`src/rtl/core/assert_macros.svh`:
```
// Assertion helpers shared by the RTL; empty when SYNTHESIS is defined.
`ifndef ASSERT_MACROS_SVH
`define ASSERT_MACROS_SVH

`ifndef SYNTHESIS

`define ASSERT_CLK(label, clk, rst_n, prop) \
	label: assert property (@(posedge clk) disable iff (!rst_n) prop) \
		else $error("assertion failed");

`define ASSERT_NEVER(label, clk, rst_n, expr) \
	label: assert property (@(posedge clk) disable iff (!rst_n) !(expr)) \
		else $error("forbidden condition seen");

`else

`define ASSERT_CLK(label, clk, rst_n, prop)
`define ASSERT_NEVER(label, clk, rst_n, expr)

`endif

`endif

```
`src/rtl/core/mibd_pkg.sv`:
```
`timescale 1ns / 1ps

package mibd_pkg;

	// Record forms
	localparam logic [2:0] FORM_REGMEM  = 3'd0;
	localparam logic [2:0] FORM_IMM_MEM = 3'd1;
	localparam logic [2:0] FORM_IMM_REG = 3'd2;
	localparam logic [2:0] FORM_MEM_ACC = 3'd3;
	localparam logic [2:0] FORM_ACC_MEM = 3'd4;
	localparam logic [2:0] FORM_UNSUP   = 3'd5;

	// Opcode patterns and the masks that select their fixed bits
	localparam logic [7:0] OPC_MOV_RM      = 8'h88;
	localparam logic [7:0] OPC_MOV_IMM_RM  = 8'hC6;
	localparam logic [7:0] OPC_MOV_IMM_REG = 8'hB0;
	localparam logic [7:0] OPC_MOV_MEM_ACC = 8'hA0;
	localparam logic [7:0] OPC_MOV_ACC_MEM = 8'hA2;
	localparam logic [7:0] MASK_DW         = 8'hFC;
	localparam logic [7:0] MASK_W          = 8'hFE;
	localparam logic [7:0] MASK_WREG       = 8'hF0;

	// mod field codes
	localparam logic [1:0] MOD_NONE   = 2'b00;
	localparam logic [1:0] MOD_DISP8  = 2'b01;
	localparam logic [1:0] MOD_DISP16 = 2'b10;

	localparam logic [2:0] RM_DIRECT = 3'b110;

	typedef struct packed {
		logic [2:0]  phase;
		logic [7:0]  opcode;
		logic [7:0]  modrm;
		logic [15:0] disp;
		logic [15:0] data;
	} dec_state_t;

	typedef struct packed {
		logic [2:0]         form;
		logic               direction;
		logic               wide;
		logic [1:0]         mode;
		logic [2:0]         reg_code;
		logic [2:0]         rm_code;
		logic               direct_address;
		logic signed [15:0] displacement;
		logic [15:0]        data_value;
		logic [2:0]         length;
	} dec_result_t;

	function automatic logic [2:0] form_of(input logic [7:0] op);
		if ((op & MASK_DW) == OPC_MOV_RM) return FORM_REGMEM;
		if ((op & MASK_W) == OPC_MOV_IMM_RM) return FORM_IMM_MEM;
		if ((op & MASK_WREG) == OPC_MOV_IMM_REG) return FORM_IMM_REG;
		if ((op & MASK_W) == OPC_MOV_MEM_ACC) return FORM_MEM_ACC;
		if ((op & MASK_W) == OPC_MOV_ACC_MEM) return FORM_ACC_MEM;
		return FORM_UNSUP;
	endfunction

	// Displacement bytes that follow the modrm byte
	function automatic logic [1:0] disp_bytes(input logic [7:0] modrm);
		logic [1:0] n;
		unique case (modrm[7:6])
			MOD_DISP8:  n = 2'd1;
			MOD_DISP16: n = 2'd2;
			MOD_NONE:   n = (modrm[2:0] == RM_DIRECT) ? 2'd2 : 2'd0;
			default:    n = 2'd0;
		endcase
		return n;
	endfunction

endpackage

```
`src/rtl/core/mov_instruction_byte_decoder.sv`:
```
// channel | dir | handshake          | payload
// in      | in  | in_valid/in_stall  | instr_byte
// out     | out | out_valid/out_stall| form .. length (one record per MOV or unsupported byte)
//
// Takes one byte per cycle while in_stall is low; each byte passes an input
// register, then the phase logic in mibd_step, then the result register, which
// takes a finished record only while it is empty or not stalled.
// arst_n clears the phase machine, held fields and both valid flags.
// in_stall rises only when a byte that finishes a record waits on a full,
// stalled result register; bytes that finish nothing keep flowing.
`timescale 1ns / 1ps
`include "assert_macros.svh"

module mov_instruction_byte_decoder import mibd_pkg::*; (
	input  logic               clk,
	input  logic               arst_n,
	input  logic               in_valid,
	output logic               in_stall,
	input  logic [7:0]         instr_byte,
	output logic               out_valid,
	input  logic               out_stall,
	output logic [2:0]         form,
	output logic               direction,
	output logic               wide,
	output logic [1:0]         mode,
	output logic [2:0]         reg_code,
	output logic [2:0]         rm_code,
	output logic               direct_address,
	output logic signed [15:0] displacement,
	output logic [15:0]        data_value,
	output logic [2:0]         length
);

	logic        valid_s1;
	logic [7:0]  byte_s1;
	dec_state_t  state_q;
	dec_state_t  state_nxt;
	logic        step_valid;
	dec_result_t step_res;
	logic        valid_s2;
	dec_result_t res_s2;
	logic        out_free;
	logic        advance;

	mibd_step u_step (
		.cur       (state_q),
		.byte_in   (byte_s1),
		.nxt       (state_nxt),
		.res_valid (step_valid),
		.res       (step_res)
	);

	assign out_free = !valid_s2 || !out_stall;
	assign advance  = valid_s1 && (!step_valid || out_free);
	assign in_stall = valid_s1 && !advance;

	always_ff @(posedge clk or negedge arst_n) begin
		if (!arst_n) begin
			valid_s1 <= 1'b0;
		end else if (!in_stall) begin
			valid_s1 <= in_valid;
		end
	end

	always_ff @(posedge clk) begin
		if (in_valid && !in_stall) begin
			byte_s1 <= instr_byte;
		end
	end

	always_ff @(posedge clk or negedge arst_n) begin
		if (!arst_n) begin
			state_q <= '0;
		end else if (advance) begin
			state_q <= state_nxt;
		end
	end

	always_ff @(posedge clk or negedge arst_n) begin
		if (!arst_n) begin
			valid_s2 <= 1'b0;
		end else if (out_free) begin
			valid_s2 <= advance && step_valid;
		end
	end

	always_ff @(posedge clk) begin
		if (advance && step_valid) begin
			res_s2 <= step_res;
		end
	end

	assign out_valid      = valid_s2;
	assign form           = res_s2.form;
	assign direction      = res_s2.direction;
	assign wide           = res_s2.wide;
	assign mode           = res_s2.mode;
	assign reg_code       = res_s2.reg_code;
	assign rm_code        = res_s2.rm_code;
	assign direct_address = res_s2.direct_address;
	assign displacement   = res_s2.displacement;
	assign data_value     = res_s2.data_value;
	assign length         = res_s2.length;

	`ASSERT_NEVER(a_phase_range, clk, arst_n, state_q.phase == 3'd6 || state_q.phase == 3'd7)
	`ASSERT_NEVER(a_held_opcode_known, clk, arst_n, state_q.phase != 3'd0 && form_of(state_q.opcode) == FORM_UNSUP)
	`ASSERT_CLK(a_done_rewinds, clk, arst_n, advance && step_valid |=> state_q.phase == 3'd0)
	`ASSERT_CLK(a_unsup_one_byte, clk, arst_n, out_valid && form == FORM_UNSUP |-> length == 3'd1)

endmodule

```
`src/rtl/core/mibd_step.sv`:
```
`timescale 1ns / 1ps

module mibd_step import mibd_pkg::*; (
	input  dec_state_t  cur,
	input  logic [7:0]  byte_in,
	output dec_state_t  nxt,
	output logic        res_valid,
	output dec_result_t res
);

	logic [2:0] frm;
	logic [1:0] dn_cur;
	logic [1:0] dn_new;
	logic [2:0] total;
	logic [2:0] rel;
	logic [1:0] mod_f;
	logic [2:0] rm_f;
	logic [7:0] modrm_new;

	assign frm       = form_of(cur.opcode);
	assign dn_cur    = disp_bytes(cur.modrm);
	assign rel       = cur.phase - 3'd2;
	// modrm as it stands after this byte; only the modrm forms use it
	assign modrm_new = (cur.phase == 3'd1) ? byte_in : cur.modrm;
	assign dn_new    = disp_bytes(modrm_new);
	assign mod_f     = modrm_new[7:6];
	assign rm_f      = modrm_new[2:0];

	always_comb begin
		unique case (frm)
			FORM_REGMEM:  total = 3'd2 + {1'b0, dn_new};
			FORM_IMM_MEM: total = 3'd3 + {1'b0, dn_new} + {2'b00, cur.opcode[0]};
			FORM_IMM_REG: total = 3'd2 + {2'b00, cur.opcode[3]};
			default:      total = 3'd3;
		endcase
	end

	always_comb begin
		nxt       = cur;
		res_valid = 1'b0;
		res       = '0;
		if (cur.phase == 3'd0) begin
			nxt.opcode = byte_in;
			nxt.modrm  = '0;
			nxt.disp   = '0;
			nxt.data   = '0;
			if (form_of(byte_in) == FORM_UNSUP) begin
				res_valid  = 1'b1;
				res.form   = FORM_UNSUP;
				res.length = 3'd1;
			end else begin
				nxt.phase = 3'd1;
			end
		end else begin
			if (frm == FORM_REGMEM || frm == FORM_IMM_MEM) begin
				if (cur.phase == 3'd1) begin
					nxt.modrm = byte_in;
				end else if (rel < {1'b0, dn_cur}) begin
					// odd phase carries the displacement high byte
					if (cur.phase[0]) nxt.disp = cur.disp | {byte_in, 8'h00};
					else nxt.disp = cur.disp | {8'h00, byte_in};
				end else begin
					if (cur.phase[0] ^ dn_cur[0]) nxt.data = cur.data | {byte_in, 8'h00};
					else nxt.data = cur.data | {8'h00, byte_in};
				end
			end else begin
				if (!cur.phase[0]) nxt.data = cur.data | {byte_in, 8'h00};
				else nxt.data = cur.data | {8'h00, byte_in};
			end
			nxt.phase = cur.phase + 3'd1;

			if (nxt.phase >= total) begin
				nxt.phase  = 3'd0;
				res_valid  = 1'b1;
				res.form   = frm;
				res.length = total;
				if (frm == FORM_REGMEM || frm == FORM_IMM_MEM) begin
					res.direction      = (frm == FORM_REGMEM) ? cur.opcode[1] : 1'b0;
					res.wide           = cur.opcode[0];
					res.mode           = mod_f;
					res.reg_code       = (frm == FORM_REGMEM) ? nxt.modrm[5:3] : 3'd0;
					res.rm_code        = rm_f;
					res.direct_address = (mod_f == MOD_NONE) && (rm_f == RM_DIRECT);
					// sign-extend the short displacement
					if (mod_f == MOD_DISP8) res.displacement = {{8{nxt.disp[7]}}, nxt.disp[7:0]};
					else res.displacement = nxt.disp;
					res.data_value     = (frm == FORM_IMM_MEM) ? nxt.data : 16'd0;
				end else if (frm == FORM_IMM_REG) begin
					res.direction  = 1'b1;
					res.wide       = cur.opcode[3];
					res.reg_code   = cur.opcode[2:0];
					res.data_value = nxt.data;
				end else begin
					res.direction  = (frm == FORM_MEM_ACC);
					res.wide       = cur.opcode[0];
					res.data_value = nxt.data;
				end
			end
		end
	end

endmodule

```
`config.mk`:
```
export PLATFORM = sky130hd
export DESIGN_NAME = mov_instruction_byte_decoder
export DESIGN_NICKNAME = d
export VERILOG_FILES = /design/src/rtl/core/mibd_pkg.sv /design/src/rtl/core/mov_instruction_byte_decoder.sv /design/src/rtl/core/mibd_step.sv
export VERILOG_INCLUDE_DIRS = /design/src /design/src/rtl/core
export SDC_FILE = /design/constraint.sdc
export NUM_CORES = 1
export LEC_CHECK = 0
export BUFFER_PORTS_ARGS = -buffer_cell sky130_fd_sc_hd__buf_2
export CAP_MARGIN = 20
export CORE_UTILIZATION = 25
export CTS_CLUSTER_SIZE = 20
export DETAILED_ROUTE_END_ITERATION = 6
export GPL_ROUTABILITY_DRIVEN = 0
export PLACE_DENSITY_LB_ADDON = 0.1
export SETUP_SLACK_MARGIN = 0.1
export SYNTH_ARGS = -nofsm -noshare
export SYNTH_HDL_FRONTEND = slang
export SYNTH_SLANG_ARGS = --single-unit
```
`constraint.sdc`:
```
create_clock -name clk -period 11.7 [get_ports clk]
set_input_delay 0.585 -clock clk [delete_from_list [all_inputs] [get_ports clk]]
set_output_delay 0.585 -clock clk [all_outputs]
set_load 0.01 [all_outputs]
```
Word level (Yosys, flattened, before mapping)
Cells that the tools add are included.

word-level totals
  bits in registers = 110
  input port bits = 12
  output and inout bits = 51

cells by class
  $add $sub $neg = 6
  magnitude comparators = 2
  equality and inequality tests = 22
  mux-type cells = 94
  bitwise gates (word level) = 7
  reduce and logical (&&, ||, !) cells = 23

operator list
  operator               number
  $mux W16               9
  $mux W3                31
  $mux W49               1
  $eq A7 B7 Y1 const B   6
  $mux W1                40
  $mux W40               1
  $mux W32               1
  $or A16 B16 Y16        2
  $or A16 B8 Y16         2
  $mux W24               1
  $mux W20               1
  $eq A6 B6 Y1 const B   2
  $pmux W2 S3            2
  $mux W2                5
  $eq A3 B3 Y1 const B   3
  $pmux W3 S3            1
  $eq A4 B4 Y1 const B   2
  $mux W8                1
  $add A2 B2 Y3 const A  2
  $eq A3 B1 Y1 const B   2
  $eq A3 B2 Y1 const B   2
  $logic_not A3 Y1       2
  $reduce_and A2 Y1      3
  $logic_and A1 B1 Y1    5
  other kinds (17)       27

Depth between registers and ports, before layout
Gate-level depths: netlist of the first run.

  word-level depth = 33
  gate-level depth with buffers = 20
  depth with buffers taken out = 16

Modules after synthesis
Synthesis of the first run repeated with hierarchy kept, for this count alone.

unflattened totals
  cell total of the unflattened synthesis = 686
  area total of the unflattened synthesis = 6581.3 sq um

by module, submodules not included
  module                        times used  cells an instance  area each (sq um)
  mov_instruction_byte_decoder  1           358                4797.1
  mibd_step                     1           328                1784.2

Worst setup path before layout of the first run
OpenSTA, ideal clock, no wires.

  path kind = register -> register
  from = register state_q[48] (netlist name)
  to = register res_s2 (netlist bit data_value[0]) (enable)
  setup time = 412 ps
  data arrival time = 4172 ps
  path slack = 7116 ps
  cell stages (with the launch flop) = 18
  buffers on the path = 3
  period minus slack after synthesis = 4584 ps
  cells stage by stage = dfrtp_1 ha_1 nand2b_1 clkbuf_1 and2_1 a31o_2 buf_2 inv_1 ha_1 ha_1 nor2_1 a211oi_1 ha_1 nand2_1 o211ai_1 o31a_1 buf_2 and3_1

between the ends
  longest elaborated chain between the ends = 15

RTL lines
  item                    line                                text
  start, declared         mov_instruction_byte_decoder.sv:36  dec_state_t state_q;
  start signal, assigned  mov_instruction_byte_decoder.sv:75  state_q <= state_nxt;
  $eq A3 B1 Y1            mibd_step.sv:24                     assign modrm_new = (cur.phase == 3'd1) ? byte_in : cur.modrm;
  $mux W8                 -
  $eq A3 B3 Y1            mibd_pkg.sv:66                      MOD_NONE: n = (modrm[2:0] == RM_DIRECT) ? 2'd2 : 2'd0;
  $mux W2                 mibd_pkg.sv:66
  $pmux W2 S3             mibd_pkg.sv:63                      unique case (modrm[7:6])
  $add A2 B2 Y3           mibd_step.sv:32                     FORM_IMM_MEM: total = 3'd3 + {1'b0, dn_new} + {2'b00, cur.opcode[0]};
  $add A3 B1 Y3           mibd_step.sv:32
  $pmux W3 S3             mibd_step.sv:30                     unique case (frm)
  $ge A3 B3 Y1            mibd_step.sv:72                     if (nxt.phase >= total) begin
  $mux W1                 mibd_step.sv:72
  $mux W1 *               mibd_step.sv:42                     if (cur.phase == 3'd0) begin
  $logic_not A1 Y1        mov_instruction_byte_decoder.sv:54  assign advance = valid_s1 && (!step_valid || out_free);
  $logic_or A1 B1 Y1      mov_instruction_byte_decoder.sv:54
  $logic_and A1 B1 Y1     mov_instruction_byte_decoder.sv:54
  $logic_and A1 B1 Y1 *   mov_instruction_byte_decoder.sv:88  if (advance && step_valid) begin
  end signal, assigned    mov_instruction_byte_decoder.sv:89  res_s2 <= step_res;
  end, declared           mov_instruction_byte_decoder.sv:41  dec_result_t res_s2;

Mark *: on every way between the ends. The rest lies on a longest branch, timed or not.
A chain may end at the register's enable or synchronous reset.

Worst setup path after layout of the first run
  from = register state_q[49] (netlist name)
  to = output port in_stall

between the ends
  longest elaborated chain between the ends = 16

RTL lines
  item                   line                                text
  $eq A3 B1 Y1           mibd_step.sv:24
  $mux W8                -
  $eq A3 B3 Y1           mibd_pkg.sv:66
  $mux W2                mibd_pkg.sv:66
  $pmux W2 S3            mibd_pkg.sv:63
  $add A2 B2 Y3          mibd_step.sv:32
  $add A3 B1 Y3          mibd_step.sv:32
  $pmux W3 S3            mibd_step.sv:30
  $ge A3 B3 Y1           mibd_step.sv:72
  $mux W1                mibd_step.sv:72
  $mux W1 *              mibd_step.sv:42
  $logic_not A1 Y1 *     mov_instruction_byte_decoder.sv:54
  $logic_or A1 B1 Y1 *   mov_instruction_byte_decoder.sv:54
  $logic_and A1 B1 Y1 *  mov_instruction_byte_decoder.sv:54
  $logic_not A1 Y1 *     mov_instruction_byte_decoder.sv:55  assign in_stall = valid_s1 && !advance;
  $logic_and A1 B1 Y1 *  mov_instruction_byte_decoder.sv:55
  end, declared          mov_instruction_byte_decoder.sv:18  output logic in_stall,

Marked as above.

==> results of run 1 <==
-- routing by layer --
metal | track usage (%) | vias to the layer above | wire length [um] | share of wire [%]
li1 | - | 1747 | - | -
met4 | 4.89 | 0 | 230 | 1.6
met3 | 2.73 | 16 | 522 | 3.7
met2 | 21.4 | 69 | 6420 | 46
met5 | 0 | - | 0 | 0
met1 | 19.1 | 1813 | 6900 | 49
-- flip-flops by register name, indices dropped and copies added, names as in the netlist, 2 cells and up --
| name | cells |
|---|---|
| length | 3 |
| state_q | 51 |
| mode | 2 |
| form | 3 |
| displacement | 16 |
| reg_code | 3 |
| rm_code | 3 |
| byte_s1 | 8 |
| data_value | 16 |
-- cell type report --
cell class | instances | area (um^2)
multi-input cells | 296 | 1980
clock inverters | 3 | 67.6
flip-flops and latches | 110 | 3040
clock buffers | 13 | 250
inverters | 7 | 26.3
repair buffers | 65 | 333
fillers | 2077 | 14200
well taps | 270 | 338
-- worst paths after layout --
| kind | from | to |
|---|---|---|
| min | arst_n | state_q[16]$_DFFE_PN0P_ |
| max in group asynchronous | arst_n | state_q[41]$_DFFE_PN0P_ |
| max reg2reg | state_q[49]$_DFFE_PN0P_ | form[1]$_SDFFCE_PP0P_ |
| min reg2reg | state_q[10]$_DFFE_PN0P_ | state_q[10]$_DFFE_PN0P_ |
| min in group clk | instr_byte[5] | byte_s1[5]$_DFFE_PP_ |
| max | state_q[49]$_DFFE_PN0P_ | in_stall |
-- logic make-up (layout without fill, tap and decap cells) --
family,Yosys count,count (layout)
flops,110,110
fa+ha+maj,10,10
mux,12,12
xor+xnor,1,1
buf+inv,37,88
compound gates,143,143
simple gates,130,130
-- cells in the mapped netlist, drive strengths merged, types with 4 or more instances --
cell type / n / area share, %
o2bb2ai: 19 / 3.2
edfxtp: 57 / 33
nand2: 56 / 4.1
nand3: 11 / 1.1
nor2b: 7 / 0.85
ha: 10 / 2.4
o21a: 18 / 2.6
inv: 7 / 0.51
a22o: 8 / 1.4
buf: 20 / 2.0
a21oi: 21 / 2.0
nor2: 28 / 2.0
dfrtp: 53 / 26
nor3: 5 / 0.58
o21ai: 27 / 2.7
mux2: 8 / 1.7
a211oi: 27 / 3.9
mux2i: 4 / 0.78
clkbuf: 10 / 0.73
-- power groups by stage --
stage / Sequential [mW] / Clock, mW / Combinational (mW)
after floorplan: 0.693 / 0 / 0.390
after global placement: 0.676 / 0 / 0.617
after detailed placement: 0.680 / 0 / 0.627
after CTS: 0.674 / 0.344 / 0.628
after global routing: 0.691 / 0.359 / 0.686
final: 0.672 / 0.330 / 0.615
-- stage by stage --
step,utilization [%],area (um^2)
after floorplan,-,5160
after detailed placement,28.2,5710
final,29.8,6030
after CTS,29.8,6030
after global routing,29.8,6030
after global placement,28.2,5710
-- worst max-delay path: stages, from the launching register on --
cell and delay (ns):
dfrtp_1 0.42, inv_1 0.17, ha_1 0.21, nor2b_1 0.53
a31o_2 0.43, inv_1 0.12, ha_1 0.21, ha_1 0.27
nor2_1 0.04, a211oi_1 0.34, ha_1 0.18, nand2_1 0.07
o211ai_1 0.17, o31a_1 0.68, and3_1 0.34, buf_2 0.16
==> results.yml, run 1 <==
power:
  internal-power_uw: 986
  p_leak_nw: 2.30
  switching_share_pct: 39.0
  peakVddDrop_mv: 0.0756
  power.share.clock_pct: 20.4
  comb_power_share_pct: 38.0
  p_per_area_nw_per_um2: 268
  finalPower_mw: 1.62
  power_frac_seq_pct: 41.6
  p_sw_uw: 631
cells_and_area:
  area_growth_pct: 16.8
  final_nets: 511
  fin_cells: 764
  final_common_cell: "buf_2"
  n_antenna_cell: 0
  drive_above_1_share_pct: 20.9
  mostFrequentLayoutCells: "buf_2 (62), edfxtp_1 (57), nand2_1 (56), dfrtp_1 (53), nor2_1 (28)"
grt:
  grt_pass1_vias: 3717
  grt_max_degree: 54
  grt_first_pass_wirelength_mm: 22.0
  grt_overflow: 0
  antenna_found_initial: 0
  grt_use_total_pct: 13.8
synth:
  synth_top_family_by_area: "compound AO/OA/AOI/OAI gates"
  synthAdderAreaFrac_pct: 2.42
  synth_area_um2: 5160
  synth_compound_area_share_pct: 20.6
  synth-xor-area-share_pct: 0.170
  synth.avg_cell_area_um2: 11.7
  synth_edf_count: 57
  ys_ff_latch: 110
  synthFlopType: "edfxtp_1"
  yosysWarningCount: 0
  syn_inst: 443
  async_flop_share_pct: 48.2
  syn-num-nets: 465
  synth-simple-area-share_pct: 12.2
  synth_cell_type_count: 55
  ys_seq_area_share_pct: 58.8
  synthMuxAreaShare_pct: 2.52
sta:
  clock.fmax_ghz: 0.189
  worst_pin_slew_ns: 1.06
  hold_violations: 0
  tns_ns: 0
  fin_crit_sh_pct: 45.2
  rsz0062_at_grt: "false"
  maxSlewHeadroom_pct: 29.6
  period_minus_slack_ns: 5.29
  setup_viol: 0
  skew_ns: 0.00851
  holdWs_ns: 0.388
  drv_slew: 0
  setup_ws_ns: 6.41
place:
  pre_cts_slack_ns: 6.64
  dp_cells: 748
  dpl.hpwl_mm: 9.31
  portBuffers: 62
drt:
  wl_mm: 14.1
  ant_nets: 0
  drc_errors: 0
  avgRoutedWirePerCell_um: 18.4
  dr_total_vias: 3645
  drt_iter0_drc: 310
  via_per_inst: 4.77
  first_pass_iters: 5
clock_network:
  cts_max_path_buffers: 2
  cts_root_buf: "clkbuf_16"
  htree_levels: 3
  hold_buffers: 0
  clk_pin_slew_ns: 0.07
  cts.sinks: 110
  cts_made_buffers: 9
  postCtsSetupRepairBufs: 0
  insertion_delay_ns: 0.35
  cts_tree: "yes"
  cts-resized-gates: 0
setup_path:
  cp.arrival_ns: 4.71
  worstSetupPathType: "register to output port"
  start_kind: "register"
  regToRegSetupSlack_ns: 6.60
  cp_max_fo: 20
  crit_required_ns: 11.12
  end_kind: "output port"
  rr_worst_depth: 15
floorplan:
  initial_core_util_pct: 25.5
  io_pins: 63
  coreArea_um2: 20200
  die_w_um: 146
  fp.dieH_um: 146
  dieArea_um2: 21200
  num_rows: 52
status:
  status: "finished clean"
worst_hold_path:
  hold_class: "primary input to asynchronous set/reset pin"
run:
  maxCapViolCount: 0
Power figures use the tool's default switching activity.
==> run 2: changes to the inputs <==
==> constraint.sdc (replaced) <==
create_clock -name clk -period 4.3 [get_ports clk]
set_input_delay 0.215 -clock clk [delete_from_list [all_inputs] [get_ports clk]]
set_output_delay 0.215 -clock clk [all_outputs]
set_load 0.01 [all_outputs]
==> run 2 against run 1 <==
Effect of this change:
- count of clock-buffer cells in the layout decreased by 2
- first-iteration DRC count fell by 28%
- register-to-register slack got worse by 6.1 ns
- worst setup slack worse by 5.9 ns
- critical path depth rose by 1
- power grew to 2.7 times the previous value
- final area up 1.1%
- clock skew grew 0.00089 ns
- sequential power rose to 2.7 times the previous value
- cell count up 2.1%
- non-clock buffer count rose by 16
- hold slack worse by 0.38 ns
==> results.yml, run 2 (synthesized netlist as in run 1, its figures left out) <==
status:
  status: "finished clean"
clock_network:
  postCtsSetupRepairBufs: 0
  cts_tree: "yes"
  hold_buffers: 0
  cts-resized-gates: 0
  insertion_delay_ns: 0.35
  cts_root_buf: "clkbuf_16"
  clk_pin_slew_ns: 0.07
  cts.sinks: 110
  htree_levels: 3
  cts_max_path_buffers: 2
  cts_made_buffers: 9
cells_and_area:
  n_antenna_cell: 0
  area_growth_pct: 18.0
  mostFrequentLayoutCells: "buf_2 (62), edfxtp_1 (57), nand2_1 (56), dfrtp_1 (53), nor2_1 (28)"
  fin_area_um2: 6090
  regMostFlops: "state_q"
  largest_reg_flops: 51
  final_core_util_pct: 30.1
  final_nets: 527
  drive_above_1_share_pct: 23.3
  final_common_cell: "buf_2"
  fin_cells: 780
sta:
  setup_ws_ns: 0.474
  worst_pin_slew_ns: 0.948
  period_minus_slack_ns: 3.83
  clock.fmax_ghz: 0.261
  drv_slew: 0
  rsz0062_at_grt: "false"
  maxSlewHeadroom_pct: 36.4
  tns_ns: 0
  skew_ns: 0.00940
  setup_viol: 0
  fin_crit_sh_pct: 89.0
  hold_violations: 0
  holdWs_ns: 0.00366
floorplan:
  initial_core_util_pct: 25.5
  io_pins: 63
  die_w_um: 146
  coreArea_um2: 20200
  num_rows: 52
  fp.dieH_um: 146
  dieArea_um2: 21200
drt:
  drc_errors: 0
  via_per_inst: 4.76
  drt_iter0_drc: 223
  avgRoutedWirePerCell_um: 18.6
  first_pass_iters: 4
  wl_mm: 14.5
  dr_total_vias: 3715
  ant_nets: 0
setup_path:
  start_kind: "register"
  critPathMaxStageDelay_ns: 0.55
  crit_required_ns: 4.49
  cp.arrival_ns: 4.02
  end_kind: "register"
  cp_max_fo: 8
  crit_cells: 16
  path_cells: "inv_1, ha_1, nand2b_1, and2_1, a31o_2, inv_1, ha_1, ha_1, nor2_1, a211oi_1, ha_1, nand2_1, o21ai_0, nand2_1, nor2_1, o2bb2ai_1"
  worst-path-buf-inv: 2
  r2r-start: "state_q[49]$_DFFE_PN0P_"
  crit_family: "simple AND/OR/NAND/NOR gates"
  rr_worst_depth: 16
  reg2reg_to: "reg_code[2]$_SDFFCE_PP0P_"
  worstSetupPathType: "register to register"
  crit_top_cell: "ha_1"
  slowest_stage: "o21ai_0"
  regToRegSetupSlack_ns: 0.47
power:
  peakVddDrop_mv: 0.323
  p_leak_nw: 2.37
  finalPower_mw: 4.38
  p_per_area_nw_per_um2: 718
grt:
  antenna_found_initial: 0
  grt_use_total_pct: 14.0
  grt_first_pass_wirelength_mm: 22.3
  grt_max_degree: 54
  grt_pass1_vias: 3656
  grt_overflow: 0
place:
  dp_cells: 764
  pre_cts_slack_ns: 0.419
  place_area_um2: 5830
  dpl.hpwl_mm: 9.81
  portBuffers: 62
worst_hold_path:
  hold_class: "primary input to asynchronous set/reset pin"
run:
  maxCapViolCount: 0
[run 2: cell types whose count changed in the layout (fill, tap and decap cells not counted), sizes merged]
cell | before | now
buf | 65 | 81
bufinv | 2 | 0
clkbuf | 13 | 11
clkinv | 0 | 3
clkinvlp | 1 | 0
inv | 7 | 9
[run 2: area by class of cell]
cell class,instances,area [um^2]
inverters,7,26.3
multi-input cells,296,1960
well taps,270,338
repair buffers,81,465
fillers,2071,14100
clock buffers,11,233
flip-flops and latches,110,3040
clock inverters,5,32.5
[run 2: power by group]
part           total (mW)  switching [mW]  internal [mW]
combinational        1.80            1.16          0.639
clock               0.781           0.385          0.396
sequential           1.80           0.210           1.59
total                4.38            1.75           2.62
[run 2: worst max-delay path by stage]
stage               slack, ns                     endpoint                     from
floorplan                0.25  data_value[0]$_SDFFCE_PP0P_  state_q[48]$_DFFE_PN0P_
global placement         0.53    reg_code[2]$_SDFFCE_PP0P_  state_q[49]$_DFFE_PN0P_
detailed placement       0.42         byte_s1[0]$_DFFE_PP_  state_q[49]$_DFFE_PN0P_
CTS                      0.40         byte_s1[4]$_DFFE_PP_  state_q[49]$_DFFE_PN0P_
global route             0.15      state_q[35]$_DFFE_PN0P_  state_q[49]$_DFFE_PN0P_
finish                   0.47    reg_code[2]$_SDFFCE_PP0P_  state_q[49]$_DFFE_PN0P_
[run 2: metal layers]
layer  GRT usage (%)  vias up  share of wire (%)
met5               0        -                  0
met4            4.37        0                1.3
met3            2.85       11                4.2
met2            21.3       84                 45
met1            20.0     1847                 49
li1                -     1773                  -
